**src/design/dfs_pkg.sv**
```systemverilog
// Shared request codes, state encoding and field width for the depth-first search block.
package dfs_pkg;

	localparam int FIELD_W = 4;

	localparam logic [1:0] REQ_CLEAR  = 2'd0;
	localparam logic [1:0] REQ_ADD    = 2'd1;
	localparam logic [1:0] REQ_SEARCH = 2'd2;

	typedef enum logic [6:0] {
		S_IDLE  = 7'b0000001,
		S_ADD   = 7'b0000010,
		S_HEAD  = 7'b0000100,
		S_CHECK = 7'b0001000,
		S_EDGE  = 7'b0010000,
		S_POP   = 7'b0100000,
		S_DONE  = 7'b1000000
	} dfs_state_t;

endpackage

```
**src/design/dfs_ram.sv**
```systemverilog
// Generic single-write, single-read RAM with a registered read port.
module dfs_ram #(
	parameter int WIDTH = 8,
	parameter int DEPTH = 16
) (
	input  logic                                   clk,
	input  logic                                   we,
	input  logic [((DEPTH > 1) ? $clog2(DEPTH) : 1)-1:0] waddr,
	input  logic [WIDTH-1:0]                       wdata,
	input  logic [((DEPTH > 1) ? $clog2(DEPTH) : 1)-1:0] raddr,
	output logic [WIDTH-1:0]                       rdata
);

	logic [WIDTH-1:0] mem_q [DEPTH];

	always_ff @(posedge clk) begin
		if (we) begin
			mem_q[waddr] <= wdata;
		end
		rdata <= mem_q[raddr];
	end

endmodule

```
**src/design/graph_depth_first_search.sv**
```systemverilog
// Directed graph store with edge lists in a shared edge pool and an iterative depth-first search.
//
// Pulse start while busy is low to hand over an item. Clear and add-edge items give no
// results. A search item walks the graph with a small sequencer over three RAMs (list
// heads, edge pool, frame stack), all with registered reads: each edge examined passes
// through S_CHECK and S_EDGE, each vertex entered also through S_HEAD for its list head,
// and each frame popped through S_CHECK and S_POP, or S_DONE for the last. Busy stays high
// until the walk ends, so no new item is taken while a search runs. Visited vertices come
// out in preorder on visited_vertex, each for one cycle with result_valid high; the
// receiver cannot hold them off. The last one of a search carries last_of_search and
// appears in the first cycle in which busy is low again. Results stream out while the
// search runs, one vertex behind the walk, so the last flag is exact.
module graph_depth_first_search
	import dfs_pkg::*;
#(
	parameter int NUM_VERTICES = 16,
	parameter int NUM_EDGES    = 64
) (
	input  logic               clk,
	input  logic               arst_n,
	input  logic               start,
	output logic               busy,
	input  logic [1:0]         req_type,
	input  logic [FIELD_W-1:0] edge_from,
	input  logic [FIELD_W-1:0] edge_to,
	input  logic [FIELD_W-1:0] source_vertex,
	output logic               result_valid,
	output logic [FIELD_W-1:0] visited_vertex,
	output logic               last_of_search
);

	localparam int VW = $clog2(NUM_VERTICES);
	localparam int DW = $clog2(NUM_VERTICES + 1);
	localparam int EW = $clog2(NUM_EDGES + 1);
	localparam int AW = (NUM_EDGES > 1) ? $clog2(NUM_EDGES) : 1;
	localparam logic [EW-1:0] NULL_LINK = EW'(NUM_EDGES);
	localparam logic [DW-1:0] FULL_DEPTH = DW'(NUM_VERTICES);

	dfs_state_t state_q;
	logic [DW-1:0]           depth_q;
	logic [EW-1:0]           cur_q;
	logic [EW-1:0]           used_q;
	logic [VW-1:0]           pend_q;
	logic [VW-1:0]           add_from_q;
	logic [VW-1:0]           add_to_q;
	logic [NUM_VERTICES-1:0] seen_q;
	logic [NUM_VERTICES-1:0] head_vld_q;
	logic                    head_vld_s1;
	logic                    res_vld_q;
	logic                    res_last_q;
	logic [VW-1:0]           res_vtx_q;

	logic [VW-1:0]    from_v;
	logic [VW-1:0]    to_v;
	logic [VW-1:0]    src_v;
	logic             from_ok;
	logic             to_ok;
	logic             src_ok;
	logic [VW-1:0]    hd_raddr;
	logic [EW-1:0]    hd_rdata;
	logic [EW-1:0]    head_eff;
	logic [VW+EW-1:0] pool_rdata;
	logic [VW-1:0]    pool_dest;
	logic [EW-1:0]    pool_next;
	logic [EW-1:0]    st_rdata;
	logic [VW-1:0]    st_waddr;
	logic [VW-1:0]    st_raddr;
	logic             push_ok;

	assign from_v  = VW'(edge_from);
	assign to_v    = VW'(edge_to);
	assign src_v   = VW'(source_vertex);
	assign from_ok = 32'(edge_from) < NUM_VERTICES;
	assign to_ok   = 32'(edge_to) < NUM_VERTICES;
	assign src_ok  = 32'(source_vertex) < NUM_VERTICES;

	assign busy = (state_q != S_IDLE);

	assign result_valid   = res_vld_q;
	assign last_of_search = res_last_q;
	assign visited_vertex = FIELD_W'(res_vtx_q);

	// A list head that has not been written since the last clear reads as an empty list.
	assign head_eff  = head_vld_s1 ? hd_rdata : NULL_LINK;
	assign pool_dest = pool_rdata[VW+EW-1:EW];
	assign pool_next = pool_rdata[EW-1:0];
	assign st_waddr  = VW'(depth_q - DW'(1));
	assign st_raddr  = VW'(depth_q - DW'(2));
	assign push_ok   = !seen_q[pool_dest] && (depth_q != FULL_DEPTH);

	always_comb begin
		case (state_q)
			S_IDLE:  hd_raddr = (req_type == REQ_ADD) ? from_v : src_v;
			default: hd_raddr = pool_dest;
		endcase
	end

	dfs_ram #(.WIDTH(EW), .DEPTH(NUM_VERTICES)) u_head_ram (
		.clk   (clk),
		.we    (state_q == S_ADD),
		.waddr (add_from_q),
		.wdata (used_q),
		.raddr (hd_raddr),
		.rdata (hd_rdata)
	);

	dfs_ram #(.WIDTH(VW + EW), .DEPTH(NUM_EDGES)) u_pool_ram (
		.clk   (clk),
		.we    (state_q == S_ADD),
		.waddr (used_q[AW-1:0]),
		.wdata ({add_to_q, head_eff}),
		.raddr (cur_q[AW-1:0]),
		.rdata (pool_rdata)
	);

	// Frames below the top keep their edge cursor here; the top frame's cursor lives in cur_q.
	dfs_ram #(.WIDTH(EW), .DEPTH(NUM_VERTICES)) u_stack_ram (
		.clk   (clk),
		.we    ((state_q == S_EDGE) && push_ok),
		.waddr (st_waddr),
		.wdata (pool_next),
		.raddr (st_raddr),
		.rdata (st_rdata)
	);

	always_ff @(posedge clk) begin
		head_vld_s1 <= head_vld_q[hd_raddr];
	end

	always_ff @(posedge clk or negedge arst_n) begin
		if (!arst_n) begin
			state_q    <= S_IDLE;
			depth_q    <= '0;
			used_q     <= '0;
			seen_q     <= '0;
			head_vld_q <= '0;
			res_vld_q  <= 1'b0;
		end else begin
			res_vld_q <= ((state_q == S_EDGE) && push_ok) || (state_q == S_DONE);
			case (state_q)
				S_IDLE: begin
					if (start) begin
						case (req_type)
							REQ_CLEAR: begin
								head_vld_q <= '0;
								used_q     <= '0;
							end
							REQ_ADD: begin
								if (from_ok && to_ok && (used_q != NULL_LINK)) begin
									state_q <= S_ADD;
								end
							end
							REQ_SEARCH: begin
								if (src_ok) begin
									seen_q  <= NUM_VERTICES'(1) << src_v;
									depth_q <= DW'(1);
									state_q <= S_HEAD;
								end
							end
							default: begin
							end
						endcase
					end
				end
				S_ADD: begin
					head_vld_q[add_from_q] <= 1'b1;
					used_q  <= used_q + EW'(1);
					state_q <= S_IDLE;
				end
				S_HEAD: begin
					state_q <= S_CHECK;
				end
				S_CHECK: begin
					if (cur_q == NULL_LINK) begin
						depth_q <= depth_q - DW'(1);
						state_q <= (depth_q == DW'(1)) ? S_DONE : S_POP;
					end else begin
						state_q <= S_EDGE;
					end
				end
				S_EDGE: begin
					if (push_ok) begin
						seen_q[pool_dest] <= 1'b1;
						depth_q   <= depth_q + DW'(1);
						state_q   <= S_HEAD;
					end else begin
						state_q <= S_CHECK;
					end
				end
				S_POP: begin
					state_q <= S_CHECK;
				end
				S_DONE: begin
					state_q   <= S_IDLE;
				end
				default: begin
					state_q <= S_IDLE;
				end
			endcase
		end
	end

	// Payload registers: added edge, top cursor, vertex held back for the last flag, result outputs.
	always_ff @(posedge clk) begin
		case (state_q)
			S_IDLE: begin
				add_from_q <= from_v;
				add_to_q   <= to_v;
				pend_q     <= src_v;
			end
			S_HEAD: begin
				cur_q <= head_eff;
			end
			S_EDGE: begin
				cur_q <= pool_next;
				if (push_ok) begin
					res_vtx_q  <= pend_q;
					res_last_q <= 1'b0;
					pend_q     <= pool_dest;
				end
			end
			S_POP: begin
				cur_q <= st_rdata;
			end
			S_DONE: begin
				res_vtx_q  <= pend_q;
				res_last_q <= 1'b1;
			end
			default: begin
			end
		endcase
	end

endmodule

```
**config.mk**
```make
export PLATFORM = sky130hd
export DESIGN_NAME = graph_depth_first_search
export DESIGN_NICKNAME = d
export VERILOG_FILES = /design/src/design/dfs_pkg.sv /design/src/design/dfs_ram.sv /design/src/design/graph_depth_first_search.sv
export SDC_FILE = /design/constraint.sdc
export NUM_CORES = 1
export LEC_CHECK = 0
export ABC_AREA = 1
export BUFFER_PORTS_ARGS = -buffer_cell sky130_fd_sc_hd__buf_2
export CORE_ASPECT_RATIO = 1.25
export CORE_MARGIN = 3
export CORE_UTILIZATION = 57
export DETAILED_ROUTE_END_ITERATION = 7
export GPL_TIMING_DRIVEN = 0
export PLACE_DENSITY_LB_ADDON = 0.15
export RECOVER_POWER = 25
export SYNTH_ARGS = -nofsm -noshare
export SYNTH_HDL_FRONTEND = slang
export SYNTH_SLANG_ARGS = --single-unit
export TNS_END_PERCENT = 50
```
**constraint.sdc**
```tcl
create_clock -name clk -period 3 [get_ports clk]
set_clock_uncertainty 0.2 [all_clocks]
set_input_delay 0.45 -clock clk [delete_from_list [all_inputs] [get_ports clk]]
set_output_delay 0.45 -clock clk [all_outputs]
set_load 0.05 [all_outputs]
```
==> out/metrics.csv, run 1 <==
stage,metric,value,unit
worst_setup_path,cp_slowest_stage_delay,540,ps
worst_setup_path,path_common_cell,nand2_1,
finish,fin_cells,4855,
finish,drive_gt1_share,12.9,%
cts,cts_tree,done,
run_status,violations,setup timing,
synth,synth_fp_nets,3637,
worst_setup_path,crit_end,u_pool_ram.rdata[3],
min_path,hp-class,in2reg,
cts,root_buffer,clkbuf_16,
synth,syn_inst,3609,
power,p_total,42.7,mW
worst_setup_path,start_kind,register,
die,die_x,250,µm
routing,ant_nets,0,
worst_setup_path,cp_max_fo,10,
synth,ys_seq_area_share,71.8,%
cts,clk_latency,680,ps
cts,clock_path_buffers,3,
cts,clkTransAtPathRegs,60,ps
sta,slew_headroom,3.93,%
synth,ys_top_cells_by_area,"edfxtp_1 (68%), nor2_1 (5.8%), o21ai_0 (5.2%)",
sta,tightestPinTransition,1440,ps
grt,grt_max_degree,54,
synth,ys_seq_elements,1030,
finish,fin_util,66.5,%
worst_setup_path,arrival,3420,ps
power,peakVddDrop,0.000715,V
synth,synth_commonest_cells,"edfxtp_1 (952), nor2_1 (655), o21ai_0 (441)",
finish,layout.nets,3835,
worst_setup_path,r2r-start,cur_q[0],
sta,setup_viol,7,
routing,routedWlPerCell,27.2,µm
placed_design,dp_hpwl,86.0,mm
sta,clock.fmax,329,MHz
routing,drt-pass1-iter-count,7,
run_status,status,"complete, but fails checks",
worst_setup_path,crit_slowest_cell,clkbuf_1,
synth,yosysTopAreaCell,edfxtp_1,
grt,grt_pass1_wl,189,mm
sta,whs,41.7,ps
routing,routed_via_density,6.23,
sta,setup_slack,-37.7,ps
worst_setup_path,crit_start,cur_q[0],
worst_setup_path,end_kind,register,
synth,ys_types,40,
sta,maxSlewViolCount,0,
synth,ys_dominant_reg_cell,edfxtp_1,
sta,period_share,101,%
worst_setup_path,r2r_slack,-40,ps
grt,antenna_found_initial,0,
synth,yosysMostFrequentCell,edfxtp_1,
synth,synth_edf_count,952,
routing,drt_iter0_drc,4266,
finish,finish.instance_area,48800,µm²
placed_design,dpl_cell_area,44100,µm²
power,p_leak,17.4,nW
routing,vias,30261,
die,start_util,57.6,%
flow_run,cap_violations,0,
power,cellPowerDensity,875,nW/µm²
finish,syn2layout_area_growth,15.3,%
cts,cts_buffers,99,
placed_design,dp_cells,4609,
die,ios,24,
routing,drc,0,
grt,grt_pass1_vias,29023,
sta,final.min_clock_period,3040,ps
placed_design,place.port_buffers,22,
grt,grtUsageTotal,33.4,%
worst_setup_path,critPathRequiredTime,3380,ps
synth,yosys_warnings,0,
worst_setup_path,crit_type,reg2reg,
placed_design,finalWeightedCongestion,0.977,
die,chipHeight,311,µm
worst_setup_path,rr_worst_depth,11,
synth,synth_top_area_share,67.5,%
die,rows,111,
routing,routed_wl,132,mm
die,die-area,77600,µm²
worst_setup_path,crit_chain,"inv_2, buf_2, clkbuf_1, o21ai_0, o22ai_1, nand2_1, nand2_1, nor2_1, nand2_1, nand3_1, nand2_1",
synth,synth_area_per_cell,11.7,µm²
synth,synth_area,42300,µm²
synth,async_flop_share,5.05,%
sta,hold_viol,0,
sta,rsz0062_at_grt,true,
cts,cts.sinks,1030,
die,coreArea,73500,µm²
worst_setup_path,reg2reg_to,u_pool_ram.rdata[3],
cts,h-tree-depth,3,
grt,grt.overflow.total,0,
==> routing by layer <==
layer,vias up,wire length [µm],global-route usage [%],part of all wire (%)
met4,0,10100,22.4,7.6
met1,14604,46500,41.8,35
met3,444,12900,5.20,9.7
met2,2014,62500,54.0,47
met5,-,0,0,0
li1,13199,-,-,-
==> power by group <==
part,total (mW),switching (mW),leakage (nW),internal (mW)
registers,18.7,0.936,9.56,17.8
logic,11.3,8.35,6.23,2.92
clock network,12.7,5.42,1.59,7.29
total,42.7,14.7,17.4,28.0
==> worst min path at each step <==
stage	end	from	cells past startpoint	slack [ps]
detailed placement	visited_vertex[3]	pend_q[3]	0	210
finish	state_q[1]	start	3	40
global route	state_q[1]	start	3	80
CTS	state_q[1]	start	3	20
floorplan	depth_q[0]	arst_n	0	-50
global placement	visited_vertex[2]	pend_q[2]	0	200
==> cell families (layout without fill, tap and decap cells) <==
kind of cell               Yosys count  after routing  share of synthesized area [%]
DFF                               1030           1030                           71.8
xor gates and xnor gates             8              8                          0.165
and+or+nand+nor                   1385           1385                           13.4
buffers and inverters              435            720                           4.39
AOI/OAI and AO/OA                  739            739                           9.84
other                                0              1                              0
adders and majority gates           11             11                          0.325
muxes                                1              1                         0.0236
==> final cells by class <==
type	instances	area (µm²)
antenna	1	2.50
inverter	238	901
timing repair buffer	99	1330
tap	960	1200
sequential	1030	30400
buffer	195	1030
fill	5387	24600
clock inverter	50	533
clock buffer	138	2750
multi-input combinational	2144	10700
==> timing repair <==
action / 4_1_cts / 5_1_grt
hold endpoints to repair: 62 / 0
pin swaps: 23 / 8
setup buffers: 31 / 16
gates resized for setup: 162 / 84
endpoints found under the setup margin: 848 / 628
hold buffers: 12 / 0
gates cloned: 0 / 0
==> sequential cells by signal, summed over array words and instances, names as in the netlist <==
signal / flops
head_vld_q: 16
add_from_q: 4
state_q: 7
pend_q: 4
u_head_ram.mem_q: 112
u_head_ram.rdata: 7
u_stack_ram.rdata: 7
add_to_q: 4
u_pool_ram.rdata: 11
seen_q: 16
visited_vertex: 4
last_of_search: 1
used_q: 7
depth_q: 5
cur_q: 7
u_pool_ram.mem_q: 704
u_stack_ram.mem_q: 112
result_valid: 1
head_vld_s1: 1
==> cells in the final DEF (no fill, tap or decap), drive strengths merged <==
cell type / Yosys / routed
o22ai: 91 / 91
o211ai: 89 / 89
edfxtp: 952 / 952
o221ai: 16 / 16
nand4: 12 / 12
clkbuf: 106 / 253
dfstp: 1 / 1
clkinv: 1 / 33
a21oi: 67 / 67
a22oi: 17 / 17
nor4: 1 / 1
a31oi: 1 / 1
xnor2: 4 / 4
dfxtp: 26 / 26
nor2: 662 / 662
clkinvlp: 0 / 6
xor2: 4 / 4
o21ai: 458 / 458
bufinv: 0 / 10
nand2: 446 / 446
dfrtp: 51 / 51
or2: 3 / 3
inv: 237 / 239
nand3: 249 / 249
ha: 11 / 11
nor3: 12 / 12
buf: 91 / 167
mux2i: 1 / 1
diode: 0 / 1
dlygate4sd3: 0 / 12
==> stage by stage <==
step	TNS, ps	setup slack (ps)
after floorplan	0	378
after global placement	-416390	-865
after detailed placement	-418490	-883
after CTS	-36990	-265
after global routing	-19780	-205
final	-59.9	-37.7
==> critical path, delay by kind of cell, from the launching register on <==
kind                   cells  cell delay, ps
DFF                        1             450
AOI/OAI and AO/OA          2             500
and+or+nand+nor            6             710
buffers and inverters      3            1090
Note: power is estimated with default switching activity, not from simulation.
==> run 2: changes to the inputs <==
- HOLD_SLACK_MARGIN: unset -> 0.08
==> run 2 against run 1 <==
Effect of this change:
- the run still ends with setup timing left
- clock power hardly changed
- sequential cell count unchanged
- routed wire length shrank 0.31%
- cell area is essentially flat
- global-route usage about the same
- combinational power is essentially flat
- utilization grew 0.051 points
- clock-buffer cell count did not move
- die area stayed put
- total power hardly changed
- maximum frequency is 0.79% higher
- worst hold slack better by 89 ps
- critical path type unchanged
- largest cell class unchanged
==> out/metrics.csv, run 2 (synthesized netlist as in run 1, its figures left out) <==
stage,metric,value,unit
run_status,status,"complete, but fails checks",
run_status,violations,setup timing,
placed_design,finalWeightedCongestion,0.977,
sta,slew_headroom,3.55,%
power,p_leak,17.4,nW
power,cellInternalPower,28.0,mW
sta,clock.fmax,332,MHz
worst_setup_path,cp_slowest_stage_delay,650,ps
routing,drc,0,
routing,routed_wl,132,mm
grt,grt.overflow.total,0,
routing,drt_iter0_drc,4413,
power,seqPwrFrac,43.9,%
sta,maxSlewViolCount,0,
sta,hold_viol,0,
power,cellPowerDensity,873,nW/µm²
finish,largest-register,u_pool_ram.mem_q,
worst_setup_path,cp_max_fo,11,
worst_setup_path,path_common_cell,inv_2,
placed_design,place_ws,-883,ps
power,peakVddDrop,0.000714,V
worst_setup_path,start_kind,register,
min_path,hp-class,in2reg,
placed_design,dp_hpwl,86.0,mm
finish,nFillCells,5383,
sta,setup_tns,-231,ps
worst_setup_path,crit_chain,"inv_2, nand2_2, nor2_4, nand4_1, inv_2, buf_4, nand3_2, nor2_2",
sta,setup_slack,-13.9,ps
worst_setup_path,crit_buf_inv,3,
finish,final_cell_mix,"edfxtp_1 (952), nor2_1 (575), o21ai_0 (440)",
power,power_switching,14.7,mW
placed_design,dpl_cell_area,44100,µm²
cts,cts_tree,done,
routing,vias,30219,
finish,syn2layout_area_growth,15.4,%
cts,clock_path_buffers,3,
power,pwr-share-clk,29.8,%
worst_setup_path,path_delay_family,simple AND/OR/NAND/NOR gates,
worst_setup_path,crit_slowest_cell,nor2_2,
cts,clkTransAtPathRegs,60,ps
finish,drive_gt1_share,12.9,%
die,ios,24,
die,start_util,57.6,%
cts,h-tree-depth,3,
routing,routedWlPerCell,27.1,µm
die,rows,111,
die,coreArea,73500,µm²
finish,finish.instance_area,48900,µm²
placed_design,dp_cells,4609,
die,die_x,250,µm
cts,clk_latency,670,ps
routing,drt-pass1-iter-count,5,
routing,ant_nets,0,
worst_setup_path,crit_type,reg2reg,
power,switching_share,34.3,%
grt,antenna_found_initial,0,
finish,diodes,0,
sta,rsz0062_at_grt,true,
finish,fin_cells,4858,
worst_setup_path,end_kind,register,
placed_design,place.port_buffers,22,
routing,routed_via_density,6.22,
sta,setup_viol,39,
finish,final_common_cell,edfxtp_1,
finish,layout.nets,3839,
cts,cts.sinks,1030,
cts,root_buffer,clkbuf_16,
grt,grt_pass1_wl,189,mm
grt,grt_pass1_vias,29041,
grt,grtUsageTotal,33.4,%
worst_setup_path,critPathRequiredTime,3100,ps
sta,period_share,100,%
flow_run,cap_violations,0,
die,chipHeight,311,µm
sta,final.min_clock_period,3010,ps
sta,whs,130,ps
grt,grt_max_degree,54,
die,die-area,77600,µm²
finish,largest_register_ffs,704,
power,combPwrFrac,26.4,%
sta,tightestPinTransition,1450,ps
worst_setup_path,arrival,3110,ps
cts,cts_buffers,99,
finish,reg.largest.list,"u_pool_ram.mem_q: 704 flops, u_head_ram.mem_q: 112 flops, u_stack_ram.mem_q: 112 flops",
## run 2: final timing paths
check                           slack, ps                 endpoint        start  depth (start not counted)
worst max-delay path                  -10  u_pool_ram.mem_q[30][3]   state_q[5]                          8
worst min-delay path                  130                used_q[5]  req_type[0]                          5
worst max register to register        -10  u_pool_ram.mem_q[30][3]   state_q[5]                          8
worst min register to register        230        visited_vertex[3]    pend_q[3]                          0
max in group asynchronous            1080                used_q[0]       arst_n                          2
min in group asynchronous             470           head_vld_q[10]       arst_n                          2
## run 2: routing by layer
metal  up-vias  track usage [%]  share of wire [%]
li1      13208                -                  -
met1     14613             41.8                 35
met2      1959             54.0                 48
met3       439             5.19                9.8
met4         0             22.4                7.7
met5         -                0                  0
## run 2: layout make-up
| cell class | instances | area [µm²] | share of cell area (%) |
|---|---|---|---|
| inverters | 238 | 901 | 1.84 |
| flip-flops and latches | 1030 | 30400 | 62.2 |
| clock buffers | 138 | 2750 | 5.62 |
| multi-input cells | 2144 | 10700 | 21.8 |
| repair buffers | 103 | 1370 | 2.80 |
| well taps | 960 | 1200 | 2.46 |
| clock inverters | 50 | 533 | 1.09 |
| plain buffers | 195 | 1030 | 2.11 |
## run 2: worst reg2reg max path, delay by kind of cell, from the launching register on
family | cells | cell delay [ps]
buffers and inverters | 3 | 550
flip-flops | 1 | 390
AND/OR/NAND/NOR | 5 | 1500
## run 2: repair_timing
item,4_1_cts,5_1_grt
buffers inserted,31,16
gates resized for setup,162,84
setup endpoints to repair,848,628
endpoints found under the hold margin,69,0
pin swaps,23,8
hold buffers,16,0
gates cloned,0,0
## run 2: stage by stage
stage	util, %	power [mW]
finish	66.5	42.7
detailed placement	60.0	29.6
CTS	66.0	42.4
floorplan	-	24.7
global route	66.5	44.0
global placement	59.4	29.1
## run 2: power by group through the flow
stage                     registers [mW]  logic [mW]  clock network [mW]
final                               18.7        11.2                12.7
after global routing                18.8        11.9                13.3
after CTS                           18.7        10.9                12.7
after detailed placement            19.0        10.6                   0
after global placement              19.4        9.64                   0
after floorplan                     18.7        5.94                   0
